==> src/design/sfh_pkg.sv <==
// Shared types and constants for the square footprint histogram.
// No dependencies; imported by every design file except sfh_ram.
package sfh_pkg;

  localparam int unsigned IDX_W = 10;  // bin index, up to 1024 bins per axis
  localparam int unsigned COV_W = 13;
  localparam logic [COV_W-1:0] COV_MAX = 13'h1fff;

  // Item commands
  localparam logic [1:0] CMD_ADD   = 2'd0;
  localparam logic [1:0] CMD_READ  = 2'd1;
  localparam logic [1:0] CMD_CLEAR = 2'd2;

  // Register indexes
  localparam logic [2:0] REG_X_ORG = 3'd0;
  localparam logic [2:0] REG_Y_ORG = 3'd1;
  localparam logic [2:0] REG_W_X   = 3'd2;
  localparam logic [2:0] REG_W_Y   = 3'd3;
  localparam logic [2:0] REG_USE_X = 3'd4;
  localparam logic [2:0] REG_USE_Y = 3'd5;
  localparam logic [2:0] REG_HALF  = 3'd6;

  typedef struct packed {
    logic signed [15:0] x_org;
    logic signed [15:0] y_org;
    logic [14:0]        w_x;
    logic [14:0]        w_y;
    logic [6:0]         use_x;
    logic [6:0]         use_y;
    logic [14:0]        half;
  } cfg_t;

  typedef enum logic [1:0] {
    K_NONE  = 2'd0,  // result comes from the front alone
    K_ADD   = 2'd1,
    K_READ  = 2'd2,
    K_CLEAR = 2'd3
  } kind_e;

  typedef struct packed {
    kind_e            kind;
    logic [15:0]      weight;
    logic [IDX_W-1:0] xlo;
    logic [IDX_W-1:0] xhi;
    logic [IDX_W-1:0] ylo;
    logic [IDX_W-1:0] yhi;
    logic [COV_W-1:0] covered;
    logic             skipped;
    logic             ierr;
  } job_t;

endpackage

==> src/design/sfh_queue.sv <==
// Two-entry job queue between front and back.
// Depends on sfh_pkg.
module sfh_queue (
  input  logic          clk_i,
  input  logic          rst_ni,
  input  logic          push_i,
  input  sfh_pkg::job_t wdata_i,
  output logic          full_o,
  input  logic          pop_i,
  output sfh_pkg::job_t rdata_o,
  output logic          empty_o
);
  import sfh_pkg::*;

  job_t       mem_q [2];
  logic       wptr_q, rptr_q;
  logic [1:0] cnt_q;

  assign full_o  = cnt_q == 2'd2;
  assign empty_o = cnt_q == 2'd0;
  assign rdata_o = mem_q[rptr_q];

  always_ff @(posedge clk_i) begin
    if (push_i) begin
      mem_q[wptr_q] <= wdata_i;
    end
  end

  always_ff @(posedge clk_i or negedge rst_ni) begin
    if (!rst_ni) begin
      wptr_q <= 1'b0;
      rptr_q <= 1'b0;
      cnt_q  <= 2'd0;
    end else begin
      if (push_i) wptr_q <= ~wptr_q;
      if (pop_i)  rptr_q <= ~rptr_q;
      cnt_q <= cnt_q + 2'(push_i) - 2'(pop_i);
    end
  end
endmodule

==> config.mk <==
export PLATFORM = sky130hd
export DESIGN_NAME = sfh_queue
export DESIGN_NICKNAME = d
export VERILOG_FILES = /design/src/design/sfh_pkg.sv /design/src/design/sfh_queue.sv
export SDC_FILE = /design/constraint.sdc
export NUM_CORES = 1
export LEC_CHECK = 0
export BUFFER_PORTS_ARGS = -buffer_cell sky130_fd_sc_hd__buf_4
export CORE_MARGIN = 5
export CORE_UTILIZATION = 52
export CTS_CLUSTER_SIZE = 25
export DETAILED_ROUTE_END_ITERATION = 6
export PLACE_DENSITY = 0.79
export SLEW_MARGIN = 40
export SYNTH_ARGS = -nofsm -noshare
export SYNTH_HDL_FRONTEND = slang
export SYNTH_SLANG_ARGS = --single-unit
==> constraint.sdc <==
create_clock -name clk_i -period 4.95 [get_ports clk_i]
set_clock_uncertainty 0.2 [all_clocks]
set_input_delay 0.495 -clock clk_i [delete_from_list [all_inputs] [get_ports clk_i]]
set_output_delay 0.495 -clock clk_i [all_outputs]
set_load 0.01 [all_outputs]
==> flow_summary.yaml, run 1 <==
timing:
  setup_viol: 0
  hold_viol_final: 0
  relSlewSlack_pct: 60.79
  fmax_mhz: 313.5
  fin_ws_ps: 1760
  period_minus_slack_ps: 3190
  setup_tns_ps: 0
  drv_slew: 0
  tightest_slew_ps: 586.9
  rsz0062_at_grt: "no"
  period_share_pct: 64.44
worst_setup_path:
  crit_path_end_kind: "output pin"
  cp_top_family: "buffers and inverters"
  path_max_fanout: 29
  r2r_cells: 3
  crit_buf_inv: 3
  critPathKind: "reg -> out"
  critPathLaunch: "rptr_q$_DFFE_PN0P_"
  worst_ep_required_time_ps: 4260
  reg2reg_from: "wptr_q$_DFFE_PN0P_"
  cpPeakStageDelay_ps: 730
  worstSetupStartpointType: "register"
  crit_arrival_ps: 2490
  r2r_slack_ps: 2920
  path_cells: "buf_12 > buf_4 > mux2_2 > buf_4"
  r2r-end: "mem_q[0][53]$_DFFE_PP_"
  crit_top_cell: "buf_4"
  crit_slowest_cell: "dfrtp_4"
clock_network:
  numClockSinks: 150
  clk_pin_slew_worst_paths_ps: 60
  cts_buffers: 17
  clock_latency_ps: 510
  cts_root_buf: "clkbuf_8"
  cts_max_level: 4
  cts_resized: 0
  cts_tree: "yes"
  cts.path.max_buffers: 2
placed_design:
  place.gp.congestion: 0.7037
  post-place-ws_ps: 2316
  place_area_um2: 7041
  io_buffers: 151
  dp_hpwl_um: 7244
die:
  die-area_um2: 13180
  dieHeight_um: 114.8
  ioPinCount: 152
  coreArea_um2: 10790
  die_x_um: 114.8
  num_rows: 38
  start_util_pct: 52.92
synthesis:
  seq_area_frac_synth_pct: 78.51
  yosys.area.top_type: "edfxtp_1"
  synth_compound_area_share_pct: 0
  synthTopCellsByArea: "edfxtp_1 (77%), mux2_4 (16%), mux2_2 (2.6%)"
  synth_cell_types: 13
  synth.top_cell.area_share_pct: 76.76
  syn_inst: 242
  synth_simple_gate_area_share_pct: 0.3943
  synth_top_family_by_area: "multiplexers"
  syn_area_per_cell_um2: 23.60
  synthMostInstantiatedCell: "edfxtp_1"
  synth_nets: 321
  synth_edf_count: 146
  synth-xor-area-share_pct: 0.7229
  synth.area.mux_share_pct: 18.34
  synth-adder-area-share_pct: 0.4381
  synthFlopType: "edfxtp_1"
  synth_warnings: 0
  ys_async_sr_fraction_pct: 2.667
  synth_commonest_cells: "edfxtp_1 (146), mux2_4 (60), mux2_2 (13), buf_6 (7), dfrtp_1 (4)"
  ys_ff_latch: 150
  syn-cell-area_um2: 5712
final_layout:
  area_delta_synth_final_pct: 46.70
  diodes: 0
  fin_area_um2: 8379
  multi_input_area_um2: 1146
  drive_above_1_share_pct: 52.51
  nNetsFinal: 565
  finish.utilization_pct: 77.64
  seq_area_um2: 4488
  fill_cells: 578
route:
  via_per_inst: 4.826
  drt_iter0_drc: 122
  vias: 3084
  wl_per_cell_um: 18.21
  drt_pre_antenna_iters: 4
  routed_wl_um: 11640
  drcViolationCount: 0
  ant_nets: 0
grt:
  gr-usage-all-layers_pct: 18.43
  overflow: 0
  grt_antenna_before_repair: 0
  grt_pass1_wl_um: 17930
  grt_max_degree: 41
  grt_pass1_vias: 3464
power_and_ir_drop:
  peakVddDrop_mv: 0.3261
  powerDensity_nw_per_um2: 540.5
  power.leakage_nw: 3.386
status:
  status: "completed"
run:
  max-cap-violations: 0
min_path:
  min_path_type: "in -> async"
## kinds of logic (layout without fill, tap and decap cells)
group / count (synthesis) / after routing
flip-flops: 150 / 150
multiplexers: 73 / 73
buffers and inverters: 10 / 267
AND/OR/NAND/NOR: 4 / 4
XOR/XNOR: 3 / 3
adder cells (fa/ha/maj): 2 / 2
## worst reg2reg max path: cells and delay by family (launching register included)
kind / cells / cell delay (ps)
AND/OR/NAND/NOR: 1 / 510
buffers and inverters: 2 / 570
flip-flops: 1 / 430
## routing by layer
metal	part of all wire (%)	up-vias	GRT usage (%)
met4	1.9	0	7.355
met3	6.3	20	5.421
met1	36	1497	19.81
li1	-	1446	-
met2	56	121	33.95
met5	0	-	0
## cell type report
cell class / instances / area share [%]
clock buffers: 20 / 5.077
clock inverters: 12 / 1.822
inverters: 2 / 0.08959
multi-input cells: 82 / 13.68
flip-flops and latches: 150 / 53.56
well taps: 140 / 2.090
repair buffers: 233 / 23.68
## power by group
part | switching [W] | total, W | leakage (nW) | internal [W]
Sequential | 0.000128 | 0.00182 | 1.42 | 0.00169
Combinational | 0.000609 | 0.00146 | 1.70 | 0.000852
Clock | 0.000483 | 0.00125 | 0.272 | 0.000768
Total | 0.00122 | 0.00453 | 3.39 | 0.00331
## sequential cells by signal, summed over array words and instances, names as in the netlist
name and flops:
cnt_q 2, mem_q 146, rptr_q 1, wptr_q 1
## per-stage QoR
step	power (W)	hold WS (ps)	std cells
5_1_grt	0.004737	128.0	639
6_report	0.004529	124.7	639
3_3_place_gp	0.003186	97.16	528
4_1_cts	0.004560	89.86	639
3_5_place_dp	0.003261	98.58	531
2_1_floorplan	0.002692	-0.5910	242
## what timing repair did
| item | CTS | global route |
|---|---|---|
| endpoints found under the hold margin | 152 | 0 |
| buffers inserted | 0 | 0 |
| hold buffers | 76 | 0 |
## layout by cell type, fill, tap and decap left out, drive strengths merged
cell type	count
xor3	1
nor2	1
clkinv	3
dlygate4sd3	76
inv	4
edfxtp	146
xor2	2
clkbuf	20
bufinv	3
and2	1
buf	157
nor2b	2
mux2	73
dfrtp	4
clkinvlp	4
ha	2
## worst max path at each step
stage                            endpoint  depth (start not counted)
floorplan           mem_q[0][0]$_DFFE_PP_                          1
global placement               rdata_o[1]                          3
detailed placement            rdata_o[65]                          4
CTS                           rdata_o[65]                          4
global route                   rdata_o[1]                          4
finish                         rdata_o[1]                          4
No activity file was read; power rests on OpenSTA's default activity.
==> run 2, diff against run 1 <==
--- a/config.mk
+++ b/config.mk
@@ -7,10 +7,10 @@
 export LEC_CHECK = 0
 export BUFFER_PORTS_ARGS = -buffer_cell sky130_fd_sc_hd__buf_4
 export CORE_MARGIN = 5
-export CORE_UTILIZATION = 52
+export CORE_UTILIZATION = 47
 export CTS_CLUSTER_SIZE = 25
 export DETAILED_ROUTE_END_ITERATION = 6
-export PLACE_DENSITY = 0.79
+export PLACE_DENSITY = 0.75
 export SLEW_MARGIN = 40
 export SYNTH_ARGS = -nofsm -noshare
 export SYNTH_HDL_FRONTEND = slang
==> constraint.sdc (replaced) <==
create_clock -name clk_i -period 2.81 [get_ports clk_i]
set_clock_uncertainty 0.2 [all_clocks]
set_input_delay 0.281 -clock clk_i [delete_from_list [all_inputs] [get_ports clk_i]]
set_output_delay 0.281 -clock clk_i [all_outputs]
set_load 0.01 [all_outputs]
==> run 2 against run 1 <==
  * Count of clock-buffer cells in the layout is 3 higher
  * Flip-flop and latch count stayed put
  * Setup slack worse by 1400 ps
  * Power is 71% higher
  * Critical endpoint is now rdata_o[0]
  * Largest cell class unchanged
  * Highest routed layer unchanged
==> flow_summary.yaml, run 2 (synthesis results as in run 1) <==
worst_setup_path:
  crit_arrival_ps: 1970
  worst_ep_required_time_ps: 2330
  worstSetupStartpointType: "register"
  cp_top_family: "flip-flops"
  cpPeakStageDelay_ps: 730
  path_cells: "buf_12 > mux2_2 > buf_4"
  crit_path_end_kind: "output pin"
  crit_buf_inv: 2
  crit_slowest_cell: "dfrtp_4"
  critPathKind: "reg -> out"
  path_max_fanout: 28
power_and_ir_drop:
  peakVddDrop_mv: 0.5921
  power.leakage_nw: 3.361
  report.power.total_w: 0.007730
  powerDensity_nw_per_um2: 929.9
route:
  drcViolationCount: 0
  vias: 3089
  via_per_inst: 4.789
  drt_iter0_drc: 118
  routed_wl_um: 11300
  drt_pre_antenna_iters: 4
  ant_nets: 0
  wl_per_cell_um: 17.51
grt:
  grt_pass1_wl_um: 17530
  grt_antenna_before_repair: 1
  gr-usage-all-layers_pct: 16.04
  grt_pass1_vias: 3446
  grt_max_degree: 50
  overflow: 0
status:
  status: "completed"
timing:
  setup_tns_ps: 0
  hold_viol_final: 0
  fmax_mhz: 408.2
  period_minus_slack_ps: 2450
  tightest_slew_ps: 663.7
  drv_slew: 0
  period_share_pct: 87.19
  setup_viol: 0
  relSlewSlack_pct: 55.76
  rsz0062_at_grt: "no"
placed_design:
  placed_cells: 537
  io_buffers: 151
  place.gp.congestion: 0.7185
  dp_hpwl_um: 6863
clock_network:
  clock_latency_ps: 400
  post-cts-setup-buffers: 0
  cts_max_level: 4
  cts_root_buf: "clkbuf_16"
  cts_tree: "yes"
  numClockSinks: 150
  hold_buffers: 77
  cts_resized: 0
  clk_pin_slew_worst_paths_ps: 60
  cts.path.max_buffers: 2
  cts_buffers: 17
die:
  num_rows: 40
  coreArea_um2: 11960
  dieHeight_um: 120.2
  start_util_pct: 47.75
  ioPinCount: 152
  die-area_um2: 14460
  die_x_um: 120.2
final_layout:
  final_cell_mix: "buf_4 (153), edfxtp_1 (146), dlygate4sd3_1 (77)"
  finish.utilization_pct: 69.50
  drive_above_1_share_pct: 51.11
  nNetsFinal: 565
  stdcell_count: 645
  largest_register_ff_count: 146
  top_register: "mem_q"
  fill_cells: 731
  final_common_cell: "buf_4"
  area_delta_synth_final_pct: 45.54
  largestRegisters: "mem_q: 146 flops, cnt_q: 2 flops"
min_path:
  min_path_type: "reg -> reg"
run:
  max-cap-violations: 0
==> run 2: cell count changes in the layout (fill, tap and decap cells not counted), moves of 2 or more <==
cell,before,now
clkinvlp_4,4,0
clkbuf_1,3,6
bufinv_16,3,1
clkinv_1,0,2
inv_6,2,0
==> run 2: layout make-up <==
type / count / area (um^2) / share of cell area [%]
Timing Repair Buffer: 233 / 1979 / 23.81
Clock buffer: 23 / 447.9 / 5.388
Inverter: 2 / 7.507 / 0.09031
Tap cell: 147 / 183.9 / 2.213
Sequential cell: 150 / 4488 / 53.99
Antenna cell: 1 / 2.502 / 0.03010
Clock inverter: 7 / 57.56 / 0.6924
Multi-Input combinational cell: 82 / 1146 / 13.79
==> run 2: where the power goes <==
part	internal, W	leakage [nW]	switching, W
combinational	0.00150	1.70	0.00109
clock	0.00119	0.249	0.000762
sequential	0.00298	1.42	0.000209
total	0.00567	3.36	0.00206
==> run 2: worst paths after layout <==
path,startpoint,endpoint,slack [ps],cells after the start
hold reg to reg,wptr_q$_DFFE_PN0P_,wptr_q$_DFFE_PN0P_,340,1
setup / recovery,rptr_q$_DFFE_PN0P_,rdata_o[0],360,3
hold / removal,wptr_q$_DFFE_PN0P_,wptr_q$_DFFE_PN0P_,340,1
setup reg to reg,wptr_q$_DFFE_PN0P_,mem_q[1][7]$_DFFE_PP_,1040,2
max in group asynchronous,rst_ni,rptr_q$_DFFE_PN0P_,1660,3
min in group asynchronous,rst_ni,cnt_q[1]$_DFF_PN0_,560,3
==> run 2: metal layers <==
metal / vias up / wire length [um] / global-route usage (%)
met5: - / 0 / 0
met4: 0 / 192 / 6.870
met3: 18 / 798 / 5.379
met2: 103 / 6089 / 28.94
met1: 1523 / 4216 / 17.10
li1: 1445 / - / -
==> run 2: metrics by stage <==
step | hold WS [ps] | setup slack (ps) | instance area (um^2)
6_report | 342.3 | 360.0 | 8313
5_1_grt | 384.4 | 268.3 | 8310
4_1_cts | 349.9 | 308.6 | 8310
3_5_place_dp | -119.1 | 764.7 | 7034
3_3_place_gp | -121.6 | 786.6 | 7034
2_1_floorplan | -214.6 | 38.42 | 5719
