## config.mk

```make
export PLATFORM = sky130hd
export DESIGN_NAME = sfh_front
export DESIGN_NICKNAME = d
export VERILOG_FILES = /design/src/design/sfh_pkg.sv /design/src/design/sfh_front.sv
export SDC_FILE = /design/constraint.sdc
export NUM_CORES = 1
export LEC_CHECK = 0
export ABC_AREA = 1
export BUFFER_PORTS_ARGS = -buffer_cell sky130_fd_sc_hd__buf_2
export CAP_MARGIN = 20
export CORE_MARGIN = 2
export CORE_UTILIZATION = 30
export CTS_CLUSTER_DIAMETER = 200
export DETAILED_ROUTE_END_ITERATION = 6
export HOLD_SLACK_MARGIN = 0.15
export PLACE_DENSITY_LB_ADDON = 0.25
export SYNTH_ARGS = -nofsm -noshare
export SYNTH_HDL_FRONTEND = slang
export SYNTH_SLANG_ARGS = --single-unit
```

## constraint.sdc

```tcl
create_clock -name clk_i -period 6.6 [get_ports clk_i]
set_clock_uncertainty 0.1 [all_clocks]
set_input_delay 0.33 -clock clk_i [delete_from_list [all_inputs] [get_ports clk_i]]
set_output_delay 0.33 -clock clk_i [all_outputs]
set_load 0.02 [all_outputs]
```

## src/design/sfh_pkg.sv

```systemverilog
// Shared types and constants for the square footprint histogram.
// No dependencies; imported by every design file except sfh_ram.
package sfh_pkg;

  localparam int unsigned IDX_W = 10;  // bin index, up to 1024 bins per axis
  localparam int unsigned COV_W = 13;
  localparam logic [COV_W-1:0] COV_MAX = 13'h1fff;

  // Item commands
  localparam logic [1:0] CMD_ADD   = 2'd0;
  localparam logic [1:0] CMD_READ  = 2'd1;
  localparam logic [1:0] CMD_CLEAR = 2'd2;

  // Register indexes
  localparam logic [2:0] REG_X_ORG = 3'd0;
  localparam logic [2:0] REG_Y_ORG = 3'd1;
  localparam logic [2:0] REG_W_X   = 3'd2;
  localparam logic [2:0] REG_W_Y   = 3'd3;
  localparam logic [2:0] REG_USE_X = 3'd4;
  localparam logic [2:0] REG_USE_Y = 3'd5;
  localparam logic [2:0] REG_HALF  = 3'd6;

  typedef struct packed {
    logic signed [15:0] x_org;
    logic signed [15:0] y_org;
    logic [14:0]        w_x;
    logic [14:0]        w_y;
    logic [6:0]         use_x;
    logic [6:0]         use_y;
    logic [14:0]        half;
  } cfg_t;

  typedef enum logic [1:0] {
    K_NONE  = 2'd0,  // result comes from the front alone
    K_ADD   = 2'd1,
    K_READ  = 2'd2,
    K_CLEAR = 2'd3
  } kind_e;

  typedef struct packed {
    kind_e            kind;
    logic [15:0]      weight;
    logic [IDX_W-1:0] xlo;
    logic [IDX_W-1:0] xhi;
    logic [IDX_W-1:0] ylo;
    logic [IDX_W-1:0] yhi;
    logic [COV_W-1:0] covered;
    logic             skipped;
    logic             ierr;
  } job_t;

endpackage

```

## src/design/sfh_front.sv

```systemverilog
// Front end: accepts requests, sweeps both axes one bin per cycle to find
// the covered index ranges, queues a job. Depends on sfh_pkg.
module sfh_front #(
  parameter int unsigned MAX_X_BINS = 64,
  parameter int unsigned MAX_Y_BINS = 64
) (
  input  logic               clk_i,
  input  logic               rst_ni,
  input  sfh_pkg::cfg_t      cfg_i,
  input  logic               busy_i,
  input  logic               in_valid_i,
  output logic               in_stall_o,
  input  logic [1:0]         cmd_i,
  input  logic signed [15:0] pos_x_i,
  input  logic signed [15:0] pos_y_i,
  input  logic signed [15:0] weight_i,
  input  logic [5:0]         read_col_i,
  input  logic [5:0]         read_row_i,
  output logic               push_o,
  output sfh_pkg::job_t      job_o,
  input  logic               full_i
);
  import sfh_pkg::*;

  localparam int unsigned MAXB = (MAX_X_BINS > MAX_Y_BINS) ? MAX_X_BINS : MAX_Y_BINS;
  localparam int unsigned CW   = $clog2(MAXB + 1);
  localparam int unsigned SW   = 30;

  typedef enum logic [2:0] {
    F_IDLE  = 3'b001,
    F_SWEEP = 3'b010,
    F_PUSH  = 3'b100
  } fstate_e;

  fstate_e state_q, state_d;

  logic [CW-1:0] nx, ny, nmax, i_q;
  logic [14:0]   wx_eff, wy_eff;
  logic signed [SW-1:0] cx_q, cy_q, stx_q, sty_q, p2x_q, p2y_q, h2_q;
  logic signed [SW-1:0] dx, dy, adx, ady;
  logic [15:0]   weight_q;
  logic [IDX_W-1:0] xlo_q, xhi_q, ylo_q, yhi_q;
  logic [CW-1:0] cntx_q, cnty_q;
  logic          hitx, hity, accept, need_sweep;
  logic [21:0]   prod;

  // clamp compared at full width, so a small maximum never truncates the count
  assign nx = (32'(cfg_i.use_x) > 32'(MAX_X_BINS)) ? CW'(MAX_X_BINS) : CW'(cfg_i.use_x);
  assign ny = (32'(cfg_i.use_y) > 32'(MAX_Y_BINS)) ? CW'(MAX_Y_BINS) : CW'(cfg_i.use_y);
  assign nmax   = (nx > ny) ? nx : ny;
  assign wx_eff = (cfg_i.w_x == '0) ? 15'd1 : cfg_i.w_x;
  assign wy_eff = (cfg_i.w_y == '0) ? 15'd1 : cfg_i.w_y;

  assign in_stall_o = (state_q != F_IDLE) || full_i || busy_i;
  assign accept     = in_valid_i && !in_stall_o;
  assign need_sweep = (cmd_i == CMD_ADD) && !weight_i[15] && (weight_i != '0)
                      && (nmax != '0);

  // doubled-centre distance test
  assign dx   = cx_q - p2x_q;
  assign dy   = cy_q - p2y_q;
  assign adx  = dx[SW-1] ? -dx : dx;
  assign ady  = dy[SW-1] ? -dy : dy;
  assign hitx = (i_q < nx) && (adx <= h2_q);
  assign hity = (i_q < ny) && (ady <= h2_q);
  assign prod = 22'(cntx_q) * 22'(cnty_q);

  always_comb begin
    job_o    = '0;
    push_o   = 1'b0;
    state_d  = state_q;
    unique case (state_q)
      F_IDLE: begin
        if (accept) begin
          job_o.xlo = IDX_W'(read_col_i);
          job_o.ylo = IDX_W'(read_row_i);
          priority if (need_sweep) begin
            state_d = F_SWEEP;
          end else if (cmd_i == CMD_ADD) begin
            push_o        = 1'b1;
            job_o.skipped = weight_i[15] || (weight_i == '0);
          end else if (cmd_i == CMD_READ) begin
            push_o     = 1'b1;
            job_o.kind = K_READ;
            job_o.ierr = (32'(read_col_i) >= 32'(nx)) || (32'(read_row_i) >= 32'(ny));
          end else if (cmd_i == CMD_CLEAR) begin
            push_o     = 1'b1;
            job_o.kind = K_CLEAR;
          end else begin
            push_o = 1'b1;
          end
        end
      end
      F_SWEEP: begin
        if (i_q == nmax - CW'(1)) state_d = F_PUSH;
      end
      F_PUSH: begin
        job_o.covered = (prod > 22'(COV_MAX)) ? COV_MAX : prod[COV_W-1:0];
        job_o.kind    = (prod != '0) ? K_ADD : K_NONE;
        job_o.weight  = weight_q;
        job_o.xlo     = xlo_q;
        job_o.xhi     = xhi_q;
        job_o.ylo     = ylo_q;
        job_o.yhi     = yhi_q;
        if (!full_i) begin
          push_o  = 1'b1;
          state_d = F_IDLE;
        end
      end
      default: state_d = F_IDLE;
    endcase
  end

  always_ff @(posedge clk_i or negedge rst_ni) begin
    if (!rst_ni) state_q <= F_IDLE;
    else         state_q <= state_d;
  end

  always_ff @(posedge clk_i) begin
    if (state_q == F_IDLE) begin
      i_q      <= '0;
      cntx_q   <= '0;
      cnty_q   <= '0;
      weight_q <= weight_i;
      p2x_q    <= {{(SW-17){pos_x_i[15]}}, pos_x_i, 1'b0};
      p2y_q    <= {{(SW-17){pos_y_i[15]}}, pos_y_i, 1'b0};
      h2_q     <= {{(SW-16){1'b0}}, cfg_i.half, 1'b0};
      stx_q    <= {{(SW-16){1'b0}}, wx_eff, 1'b0};
      sty_q    <= {{(SW-16){1'b0}}, wy_eff, 1'b0};
      cx_q     <= {{(SW-17){cfg_i.x_org[15]}}, cfg_i.x_org, 1'b0}
                  + {{(SW-15){1'b0}}, wx_eff};
      cy_q     <= {{(SW-17){cfg_i.y_org[15]}}, cfg_i.y_org, 1'b0}
                  + {{(SW-15){1'b0}}, wy_eff};
    end else if (state_q == F_SWEEP) begin
      i_q  <= i_q + CW'(1);
      cx_q <= cx_q + stx_q;
      cy_q <= cy_q + sty_q;
      if (hitx) begin
        if (cntx_q == '0) xlo_q <= IDX_W'(i_q);
        xhi_q  <= IDX_W'(i_q);
        cntx_q <= cntx_q + CW'(1);
      end
      if (hity) begin
        if (cnty_q == '0) ylo_q <= IDX_W'(i_q);
        yhi_q  <= IDX_W'(i_q);
        cnty_q <= cnty_q + CW'(1);
      end
    end
  end
endmodule

```

==> results of run 1 <==
==> cell type report <==
cell class                      count  share of cell area, %
Clock buffer                       32                   2.83
Inverter                          530                   8.03
Clock inverter                     18                  0.704
Tap cell                          931                   4.68
Sequential cell                   205                   23.9
Timing Repair Buffer              334                   8.95
Multi-Input combinational cell   2195                   50.9
Antenna cell                        1                 0.0101
==> layer usage <==
layer / vias to the layer above / track usage, %
met5: - / 0
met4: 12 / 4.41
met3: 98 / 2.22
met2: 448 / 27.7
met1: 8768 / 24.4
li1: 10300 / -
==> cell usage in the layout (no fill, tap or decap), drive strengths merged, types with 3 or more instances in the layout <==
master | synthesis | routed
a21oi | 174 | 174
clkinv | 5 | 14
a21o | 4 | 4
or2 | 4 | 4
nand4 | 47 | 47
nor2 | 271 | 271
nand3 | 199 | 199
fa | 30 | 30
dfxtp | 21 | 21
nor3b | 4 | 4
o21bai | 10 | 10
a31oi | 8 | 8
inv | 525 | 530
o31ai | 4 | 4
nand2 | 855 | 855
edfxtp | 181 | 181
nor4 | 15 | 15
xnor2 | 28 | 28
conb | 1 | 12
o21a | 6 | 6
clkbuf | 61 | 32
a21boi | 9 | 9
nor3 | 40 | 40
nand3b | 16 | 16
o211ai | 6 | 6
dlygate4sd3 | 0 | 102
and2 | 6 | 6
a211oi | 3 | 3
buf | 28 | 232
ha | 218 | 218
o22ai | 6 | 6
o21ai | 152 | 152
xor2 | 56 | 56
==> sequential cells by signal, summed over array words and instances, names as in the netlist <==
name      cells
yhi_q         7
state_q       3
stx_q        15
h2_q         15
p2x_q        16
xhi_q         7
cy_q         30
cx_q         30
ylo_q         7
i_q           7
xlo_q         7
sty_q        15
cnty_q        7
weight_q     16
cntx_q        7
p2y_q        16
==> path summary, 6_finish.rpt <==
path                            slack, ns                   start  cells after the start                endpoint
worst max-delay path                 0.44  cnty_q[4]$_SDFFE_PP0P_                     24               job_o[71]
worst min-delay path                 0.21              in_valid_i                      4  state_q[1]$_DFFE_PN0P_
worst max register to register       1.13     p2x_q[16]$_DFFE_PP_                     33      xlo_q[1]$_DFFE_PP_
worst min register to register       0.38  state_q[0]$_DFFE_PN1P_                      2  state_q[0]$_DFFE_PN1P_
max in group asynchronous            5.65                  rst_ni                      3  state_q[0]$_DFFE_PN1P_
min in group asynchronous            0.53                  rst_ni                      3  state_q[2]$_DFFE_PN0P_
==> worst min-delay path, delay by kind of cell <==
family | cells | cell delay (ns)
buffers and inverters | 2 | 0.28
and+or+nand+nor | 1 | 0.07
AOI/OAI and AO/OA | 1 | 0.16
==> cell families (layout without fill, tap and decap cells) <==
group	after synthesis	after routing	share of synthesized area, %
adders and majority gates	248	248	15.9
AOI/OAI and AO/OA	387	387	10.1
xor gates and xnor gates	84	84	3.55
and+or+nand+nor	1461	1461	30.5
DFF	205	205	28.3
muxes	3	3	0.149
other	1	13	0.0179
buffers and inverters	619	914	11.6
==> timing repair <==
action / 4_1_cts / 5_1_grt
hold buffers: 102 / 0
resized for setup: 0 / 4
endpoints found under the hold margin: 107 / 0
setup endpoints to repair: 0 / 1
==> synthesized netlist by cell type (9+ instances only) <==
cell type	n	area (µm²)
nand3b_1	15	113
dfxtp_1	21	420
inv_2	22	82.6
clkbuf_1	61	229
xor2_1	55	482
nand2_1	811	3040
nor2_2	16	100
ha_1	218	2730
nand3_2	19	190
fa_1	30	601
buf_4	14	105
nand3_1	180	901
a21oi_2	9	78.8
nor2_1	249	935
o21ai_1	23	115
nor4_1	15	93.8
nor3_1	35	175
edfxtp_1	181	5440
nand4_1	47	294
nand2_2	40	250
a21oi_1	165	826
inv_1	501	1880
o21bai_1	10	75.1
xnor2_1	28	245
o21ai_0	129	646
==> through the flow <==
stage	utilization, %	std cells	area (µm²)	worst slack (ns)
2_1_floorplan	-	3019	21000	1.34
3_3_place_gp	33.3	4093	23000	1.02
3_5_place_dp	33.3	4093	23000	0.969
4_1_cts	36.1	4245	24900	0.289
5_1_grt	36.1	4245	24900	0.0290
6_report	36.1	4246	24900	0.440
==> power groups by stage <==
stage                     Clock [mW]  Combinational [mW]  Sequential (mW)
final                           1.50                8.76             2.26
after floorplan                    0                6.79             2.15
after global placement             0                8.66             2.29
after global routing            1.59                10.1             2.31
after detailed placement           0                8.70             2.29
after CTS                       1.55                8.79             2.27
==> run_results.csv, run 1 <==
group,metric,value,unit
run_status,status,"completed",
synthesis,postSynthAreaPerCell,6.97,µm²
clocking,cts_buffer_depth,3,
power,switchingPower,6.75,mW
power,power_leakage,12.6,nW
synthesis,ys.warnings.count,0,
timing,fin_tns_setup,0,ns
clocking,clock-sinks,205,
synthesis,synth.distinct_cells,62,
clocking,postCtsSetupBuffers,0,
timing,setup_viol_count_final,0,
route,highest_layer,"met5",
placed_design,numPortBuffers,220,
setup_path,crit_chain,"nand2_1 > fa_1 > fa_1 > inv_1 > fa_1 > inv_1 > fa_1 > inv_1 > ha_1 > inv_1 > nor3_1 > nand2_1 > o211ai_1 > a21oi_1 > o21bai_1 > a21oi_1 > nor2_1 > nor2_1 > xor2_1 > buf_4 > nand2_1 > nor3_1 > o22ai_1 > buf_2",
power,p_seq_share,18.1,%
global_routing,grt_pass1_vias,18800,
power,comb_power_share,70.0,%
route,first_pass_iters,5,
synthesis,netlist_instances,3008,
timing,period_needed,6.16,ns
setup_path,required,6.17,ns
cells_and_area,final-seq-area,0.00594,mm²
route,wl_met1,30.7,mm
route,drt_iter0_drc,1120,
power,ir_drop,0.000255,V
setup_path,endpoint_kind,"output pin",
min_path,hold_path.class,"in -> reg",
route,wl_per_cell,14.7,µm
power,power,12.5,mW
floorplan,io_pins,233,
timing,holdWs,0.215,ns
clocking,clock_latency,0.59,ns
timing,rsz0062_at_grt,"false",
global_routing,grt_overflow,0,
floorplan,rows,96,
synthesis,synth_edf_count,181,
power,switching_share,53.9,%
setup_path,crit_family,"adder cells",
timing,maxSlewHeadroom,42.7,%
route,detailroute.via_count,19600,
route,detail-route-antenna-nets,0,
setup_path,critPathLaunchType,"register",
cells_and_area,area_growth,18.6,%
route,drc,0,
clocking,clk_pin_slew,0.06,ns
placed_design,place.gp.congestion,0.882,
clocking,htreeDepth,1,
setup_path,worst-path-buf-inv,6,
setup_path,cp.arrival,5.73,ns
global_routing,antenna_found_initial,8,
route,routed_wl,62.6,mm
floorplan,die_h,268,µm
global_routing,track_usage,17.3,%
cells_and_area,drive_gt1_share,12.5,%
synthesis,netlist_area,0.0210,mm²
synthesis,seq_area_frac_synth,28.3,%
timing,finalHoldViolCount,0,
cells_and_area,nFillCells,7427,
power,clockPowerShare,12.0,%
route,routed-wl-met3,3.12,mm
synthesis,synth_top_flop_cell,"edfxtp_1",
floorplan,dieArea,0.0720,mm²
clocking,cts_made_buffers,27,
global_routing,grt_pass1_wl,99.4,mm
route,route.met2.wl,27.3,mm
setup_path,worstSetupPathType,"reg -> out",
floorplan,initial_utilization,30.4,%
synthesis,synth_seq_cells,205,
floorplan,fp.dieW,268,µm
setup_path,cp_slowest_cell,"fa_1",
global_routing,grt_max_degree,132,
setup_path,critical_path.max_fanout,14,
cells_and_area,multi_input_area,0.0127,mm²
setup_path,cpPeakStageDelay,0.58,ns
timing,slew_viol_final,0,
power,intPower,5.77,mW
timing,fmax,162,MHz
route,via_per_inst,4.62,
flow_run,drv_cap,0,
floorplan,core_area,0.0689,mm²
timing,tightest_slew,0.859,ns
power,powerDensity,503,mW/mm²
clocking,cts_tree,"done",
clocking,cts_root_buffer,"clkbuf_16",
cells_and_area,finalNetCount,3699,
timing,finalCritPeriodShare,93.3,%
synthesis,async_reset_ff_share,1.46,%
placed_design,dp_hpwl,50.0,mm
No activity file was read; power rests on OpenSTA's default activity.
==> run 2, diff against run 1 <==
==> constraint.sdc (replaced) <==
create_clock -name clk_i -period 5.6 [get_ports clk_i]
set_clock_uncertainty 0.1 [all_clocks]
set_input_delay 0.28 -clock clk_i [delete_from_list [all_inputs] [get_ports clk_i]]
set_output_delay 0.28 -clock clk_i [all_outputs]
set_load 0.02 [all_outputs]
==> run 2 against run 1 <==
Against the previous run: sequential power is 18% higher; highest routed layer unchanged; combinational power is 19% higher; final area is 1.8% higher; critical path type unchanged.
==> run_results.csv, run 2 (synthesis results as in run 1) <==
group,metric,value,unit
global_routing,antenna_found_initial,8,
timing,maxSlewHeadroom,44.2,%
cells_and_area,diodes,0,
route,drc,0,
setup_path,crit_top_cell,"fa_1",
placed_design,place_area,0.0230,mm²
power,p_seq_share,17.9,%
placed_design,numPortBuffers,220,
timing,tightest_slew,0.837,ns
clocking,cts_tree,"done",
setup_path,reg2reg_depth,33,
route,detailroute.via_count,19700,
timing,finalHoldViolCount,0,
route,routed_wl,63.0,mm
timing,setup_viol_count_final,0,
setup_path,rr_startpoint,"p2x_q[16]$_DFFE_PP_",
placed_design,place_inst,4105,
route,route.met2.wl,28.1,mm
min_path,hold_path.class,"in -> reg",
setup_path,endpoint_kind,"output pin",
cells_and_area,area_growth,20.8,%
cells_and_area,drive_gt1_share,14.0,%
cells_and_area,nFillCells,7415,
route,routed-wl-met3,3.13,mm
clocking,htreeDepth,1,
cells_and_area,instances_no_fill,4273,
timing,holdWs,0.188,ns
power,switchingPower,7.97,mW
power,ir_drop,0.000302,V
placed_design,place.gp.congestion,0.883,
route,via_per_inst,4.62,
floorplan,fp.dieW,268,µm
setup_path,worstSetupPathType,"reg -> out",
floorplan,dieArea,0.0720,mm²
power,powerDensity,588,mW/mm²
power,comb_power_share,69.9,%
setup_path,rrSetupSlack,0.53,ns
timing,fmax,179,MHz
min_path,whs_path_depth,4,
placed_design,dp_hpwl,50.5,mm
power,clockPowerShare,12.2,%
timing,rsz0062_at_grt,"true",
timing,period_needed,5.57,ns
route,detail-route-antenna-nets,0,
global_routing,grt_pass1_vias,19100,
setup_path,required,5.22,ns
clocking,cts_root_buffer,"clkbuf_16",
timing,finalCritPeriodShare,99.5,%
setup_path,cp_slowest_cell,"fa_1",
power,power,14.9,mW
clocking,clock-sinks,205,
floorplan,rows,96,
floorplan,die_h,268,µm
route,drt_iter0_drc,1154,
route,wl_per_cell,14.7,µm
power,power_leakage,12.7,nW
power,switching_share,53.5,%
cells_and_area,fin_area,0.0253,mm²
floorplan,initial_utilization,30.4,%
power,intPower,6.92,mW
floorplan,core_area,0.0689,mm²
cells_and_area,final_cell_mix,"nand2_1, inv_1, nor2_1, buf_2, ha_1",
cells_and_area,layout_commonest_cell,"nand2_1",
run_status,status,"completed",
cells_and_area,finalNetCount,3728,
cells_and_area,final_core_util,36.7,%
clocking,clock_latency,0.59,ns
flow_run,drv_cap,0,
global_routing,track_usage,17.4,%
route,wl_met1,30.6,mm
setup_path,critical_path.max_fanout,5,
clocking,cts_made_buffers,27,
route,first_pass_iters,5,
setup_path,cpPeakStageDelay,0.54,ns
floorplan,io_pins,233,
setup_path,cp.arrival,5.19,ns
global_routing,grt_overflow,0,
timing,slew_viol_final,0,
setup_path,worst_r2r_endpoint,"xlo_q[3]$_DFFE_PP_",
global_routing,grt_max_degree,128,
clocking,cts_buffer_depth,3,
cells_and_area,largest_registers,"cx_q x30, cy_q x30",
min_path,hold_start,"cfg_i[65]",
clocking,clk_pin_slew,0.06,ns
setup_path,critPathLaunchType,"register",
route,highest_layer,"met5",
min_path,whs_endpoint,"cy_q[7]$_DFFE_PN_",
global_routing,grt_pass1_wl,99.9,mm
[run 2: cell count changes in the layout (fill, tap and decap cells not counted), moves of 7 or more]
| cell | before | now |
|---|---|---|
| buf_4 | 11 | 42 |
| a21oi_2 | 9 | 16 |
| a21oi_1 | 165 | 158 |
| inv_1 | 501 | 494 |
[run 2: cell type report]
class	count	area, µm²	share of cell area [%]
Multi-Input combinational cell	2195	12800	50.6
Sequential cell	205	5940	23.5
Timing Repair Buffer	363	2470	9.76
Inverter	530	2020	7.96
Tap cell	931	1160	4.60
Clock buffer	29	683	2.70
Clock inverter	20	236	0.934
[run 2: critical path, delay by kind of cell (launching register included)]
| kind | cells | cell delay [ns] |
|---|---|---|
| AO/OA/AOI/OAI | 5 | 0.60 |
| XOR/XNOR | 1 | 0.23 |
| adder cells (fa/ha/maj) | 5 | 2.30 |
| buffers and inverters | 7 | 0.47 |
| flip-flops | 1 | 0.35 |
| AND/OR/NAND/NOR | 7 | 0.66 |
[run 2: how the worst max path moves through the flow]
stage                     slack (ns)              startpoint   endpoint
after floorplan                 0.39  cntx_q[0]$_SDFFE_PP0P_  job_o[10]
after global placement          0.26  cntx_q[2]$_SDFFE_PP0P_  job_o[71]
after detailed placement        0.25  cntx_q[2]$_SDFFE_PP0P_  job_o[71]
after CTS                      0.009  cnty_q[3]$_SDFFE_PP0P_  job_o[71]
after global routing           -0.29  cnty_q[3]$_SDFFE_PP0P_  job_o[71]
final                           0.03  cntx_q[4]$_SDFFE_PP0P_  job_o[71]
[run 2: repair_timing]
| action | in CTS | in global routing |
|---|---|---|
| gates resized for setup | 23 | 30 |
| hold buffers | 103 | 0 |
| pin swaps | 20 | 5 |
| setup endpoints to repair | 14 | 38 |
| endpoints found under the hold margin | 107 | 0 |
| gates cloned | 0 | 1 |
| buffers inserted | 9 | 6 |
[run 2: stage by stage]
step,TNS [ns],setup WS (ns)
after detailed placement,0,0.249
after CTS,0,0.00929
after global placement,0,0.263
after global routing,-2.74,-0.293
after floorplan,0,0.389
final,0,0.0266
[run 2: per-layer routing]
| metal | GRT usage (%) | vias to the layer above |
|---|---|---|
| met5 | 0 | - |
| met4 | 3.42 | 12 |
| met3 | 2.46 | 75 |
| met2 | 28.7 | 391 |
| met1 | 24.1 | 8896 |
| li1 | - | 10300 |
[run 2: power by group through the flow]
stage          clock, mW  sequential, mW  combinational [mW]
2_1_floorplan          0            2.54                8.00
3_3_place_gp           0            2.69                10.2
3_5_place_dp           0            2.69                10.3
4_1_cts             1.86            2.67                10.4
5_1_grt             1.92            2.72                12.0
6_report            1.81            2.67                10.4
==> run 3, diff against run 2 <==
--- a/config.mk
+++ b/config.mk
@@ -9,7 +9,7 @@
 export BUFFER_PORTS_ARGS = -buffer_cell sky130_fd_sc_hd__buf_2
 export CAP_MARGIN = 20
 export CORE_MARGIN = 2
-export CORE_UTILIZATION = 30
+export CORE_UTILIZATION = 55
 export CTS_CLUSTER_DIAMETER = 200
 export DETAILED_ROUTE_END_ITERATION = 6
 export HOLD_SLACK_MARGIN = 0.15
==> run 3 against run 2 <==
Against the previous run: the run now ends with setup timing left; worst setup slack lost 0.13 ns; first-iteration DRC count grew 35%; flip-flop and latch count is the same; register-to-register slack lost 0.08 ns; core utilization grew 29 points; wire length shrank 3.1%; final cell count shrank 9.7%; via count grew 4.9%; total power shrank 0.51%; die area shrank 45%; critical endpoint unchanged.
==> run_results.csv, run 3 (synthesis results as in run 1) <==
group,metric,value,unit
power,clockPowerShare,11.2,%
clocking,clk_pin_slew,0.06,ns
placed_design,place.gp.congestion,0.937,
global_routing,track_usage,30.4,%
cells_and_area,area_growth,18.0,%
route,drc,0,
setup_path,endpoint_kind,"output pin",
cells_and_area,final_core_util,65.8,%
timing,setup_viol_count_final,14,
clocking,htreeDepth,1,
cells_and_area,final-seq-area,0.00595,mm²
power,power_leakage,12.7,nW
setup_path,cpPeakStageDelay,0.53,ns
route,routed_wl,61.0,mm
power,ir_drop,0.000265,V
floorplan,rows,71,
cells_and_area,drive_gt1_share,14.3,%
setup_path,worst-path-buf-inv,7,
cells_and_area,multi_input_area,0.0128,mm²
setup_path,critPathLaunchType,"register",
cells_and_area,layout_commonest_cell,"nand2_1",
timing,period_needed,5.71,ns
route,first_pass_iters,6,
cells_and_area,instances_no_fill,3858,
floorplan,core_area,0.0376,mm²
power,intPower,6.82,mW
timing,finalHoldViolCount,0,
setup_path,critical_path.max_fanout,6,
route,drt_iter0_drc,1555,
route,detailroute.via_count,20700,
timing,worst_slack,-0.105,ns
global_routing,grt_max_degree,129,
setup_path,required,5.22,ns
power,comb_power_share,70.6,%
cells_and_area,final_cell_mix,"nand2_1, inv_1, nor2_1, buf_2, ha_1",
placed_design,dp_slack,0.222,ns
floorplan,die_h,199,µm
run_status,violations,"setup timing",
setup_path,crit_family,"adder cells",
route,wl_per_cell,15.8,µm
setup_path,cp_slowest_cell,"fa_1",
timing,tightest_slew,0.938,ns
setup_path,crit_chain,"nand2_1 > inv_2 > fa_1 > inv_1 > fa_1 > inv_2 > fa_1 > inv_2 > fa_1 > inv_2 > ha_4 > a21oi_1 > o211ai_1 > a21oi_1 > o21bai_1 > a21oi_1 > nor2_1 > nor2_1 > xor2_1 > nand2_1 > nor3_2 > buf_4 > o22ai_1 > buf_4",
timing,maxSlewHeadroom,37.2,%
cells_and_area,finalNetCount,3728,
floorplan,fp.dieW,199,µm
power,power,14.8,mW
setup_path,worstSetupPathType,"reg -> out",
clocking,clock-sinks,205,
clocking,cts_buffer_depth,3,
placed_design,numPortBuffers,220,
floorplan,initial_utilization,55.8,%
clocking,clock_latency,0.56,ns
global_routing,grt_overflow,0,
clocking,cts_tree,"done",
min_path,hold_path.class,"in -> reg",
route,detail-route-antenna-nets,0,
flow_run,drv_cap,0,
power,switchingPower,8.00,mW
global_routing,grt_pass1_vias,19800,
global_routing,grt_pass1_wl,97.0,mm
placed_design,dp_hpwl,47.1,mm
timing,finalCritPeriodShare,102,%
setup_path,cp.arrival,5.33,ns
power,p_seq_share,18.2,%
cells_and_area,largest_registers,"cx_q x30, cy_q x30",
clocking,cts_made_buffers,25,
placed_design,place_inst,3683,
timing,rsz0062_at_grt,"true",
run_status,status,"finished, violations left",
timing,fin_tns_setup,-0.444,ns
timing,fmax,175,MHz
global_routing,antenna_found_initial,8,
timing,slew_viol_final,0,
floorplan,dieArea,0.0397,mm²
route,via_per_inst,5.36,
clocking,cts_root_buffer,"clkbuf_16",
power,powerDensity,599,mW/mm²
floorplan,io_pins,233,
power,switching_share,54.0,%
cells_and_area,nFillCells,3244,
[run 3: worst reg2reg max path: cells and delay by family (launching register included)]
kind | cells | cell delay [ns]
AOI/OAI and AO/OA | 6 | 0.73
xor gates and xnor gates | 1 | 0.16
adders and majority gates | 3 | 0.94
buffers and inverters | 5 | 0.59
DFF | 1 | 0.42
and+or+nand+nor | 20 | 1.91
[run 3: final cells by class]
| class | instances | share of cell area (%) |
|---|---|---|
| Multi-Input combinational cell | 2195 | 51.8 |
| Sequential cell | 205 | 24.0 |
| Timing Repair Buffer | 363 | 10.0 |
| Inverter | 530 | 8.12 |
| Clock buffer | 35 | 2.92 |
| Tap cell | 511 | 2.58 |
| Clock inverter | 11 | 0.394 |
| Timing Repair inverter | 2 | 0.0607 |
| Antenna cell | 6 | 0.0607 |
[run 3: per-layer routing]
layer | routed length [µm] | vias up | track usage [%]
met2 | 28900 | 732 | 52.4
met3 | 3770 | 126 | 4.15
met1 | 26700 | 9477 | 39.6
li1 | - | 10300 | -
met4 | 1590 | 4 | 8.93
met5 | 23 | - | 0
[run 3: timing repair]
item,CTS,global route
hold buffers,102,0
gates cloned,0,2
buffers inserted,8,12
hold endpoints to repair,107,0
endpoints found under the setup margin,14,37
gates resized for setup,23,40
pin swaps,19,11
[run 3: final timing paths]
check / from / endpoint / slack, ns / cells past startpoint
max: cntx_q[3]$_SDFFE_PP0P_ / job_o[71] / -0.11 / 24
min: cfg_i[65] / cy_q[7]$_DFFE_PN_ / 0.20 / 4
max reg2reg: cx_q[1]$_DFFE_PN_ / xlo_q[2]$_DFFE_PP_ / 0.45 / 35
min reg2reg: state_q[0]$_DFFE_PN1P_ / state_q[0]$_DFFE_PN1P_ / 0.37 / 2
max in group asynchronous: rst_ni / state_q[0]$_DFFE_PN1P_ / 4.70 / 3
min in group asynchronous: rst_ni / state_q[1]$_DFFE_PN0P_ / 0.48 / 3
[run 3: power by group through the flow]
stage               combinational (mW)  sequential (mW)  clock, mW
floorplan                         8.00             2.54          0
global placement                  9.82             2.68          0
detailed placement                10.1             2.69          0
CTS                               10.3             2.67       1.67
global route                      11.9             2.73       1.72
finish                            10.5             2.69       1.66
[run 3: through the flow]
step,cell area [µm²],hold WS (ns)
floorplan,21000,-0.116
global placement,22500,-0.0251
detailed placement,22500,-0.0215
CTS,24500,0.189
global route,24700,0.236
finish,24700,0.203
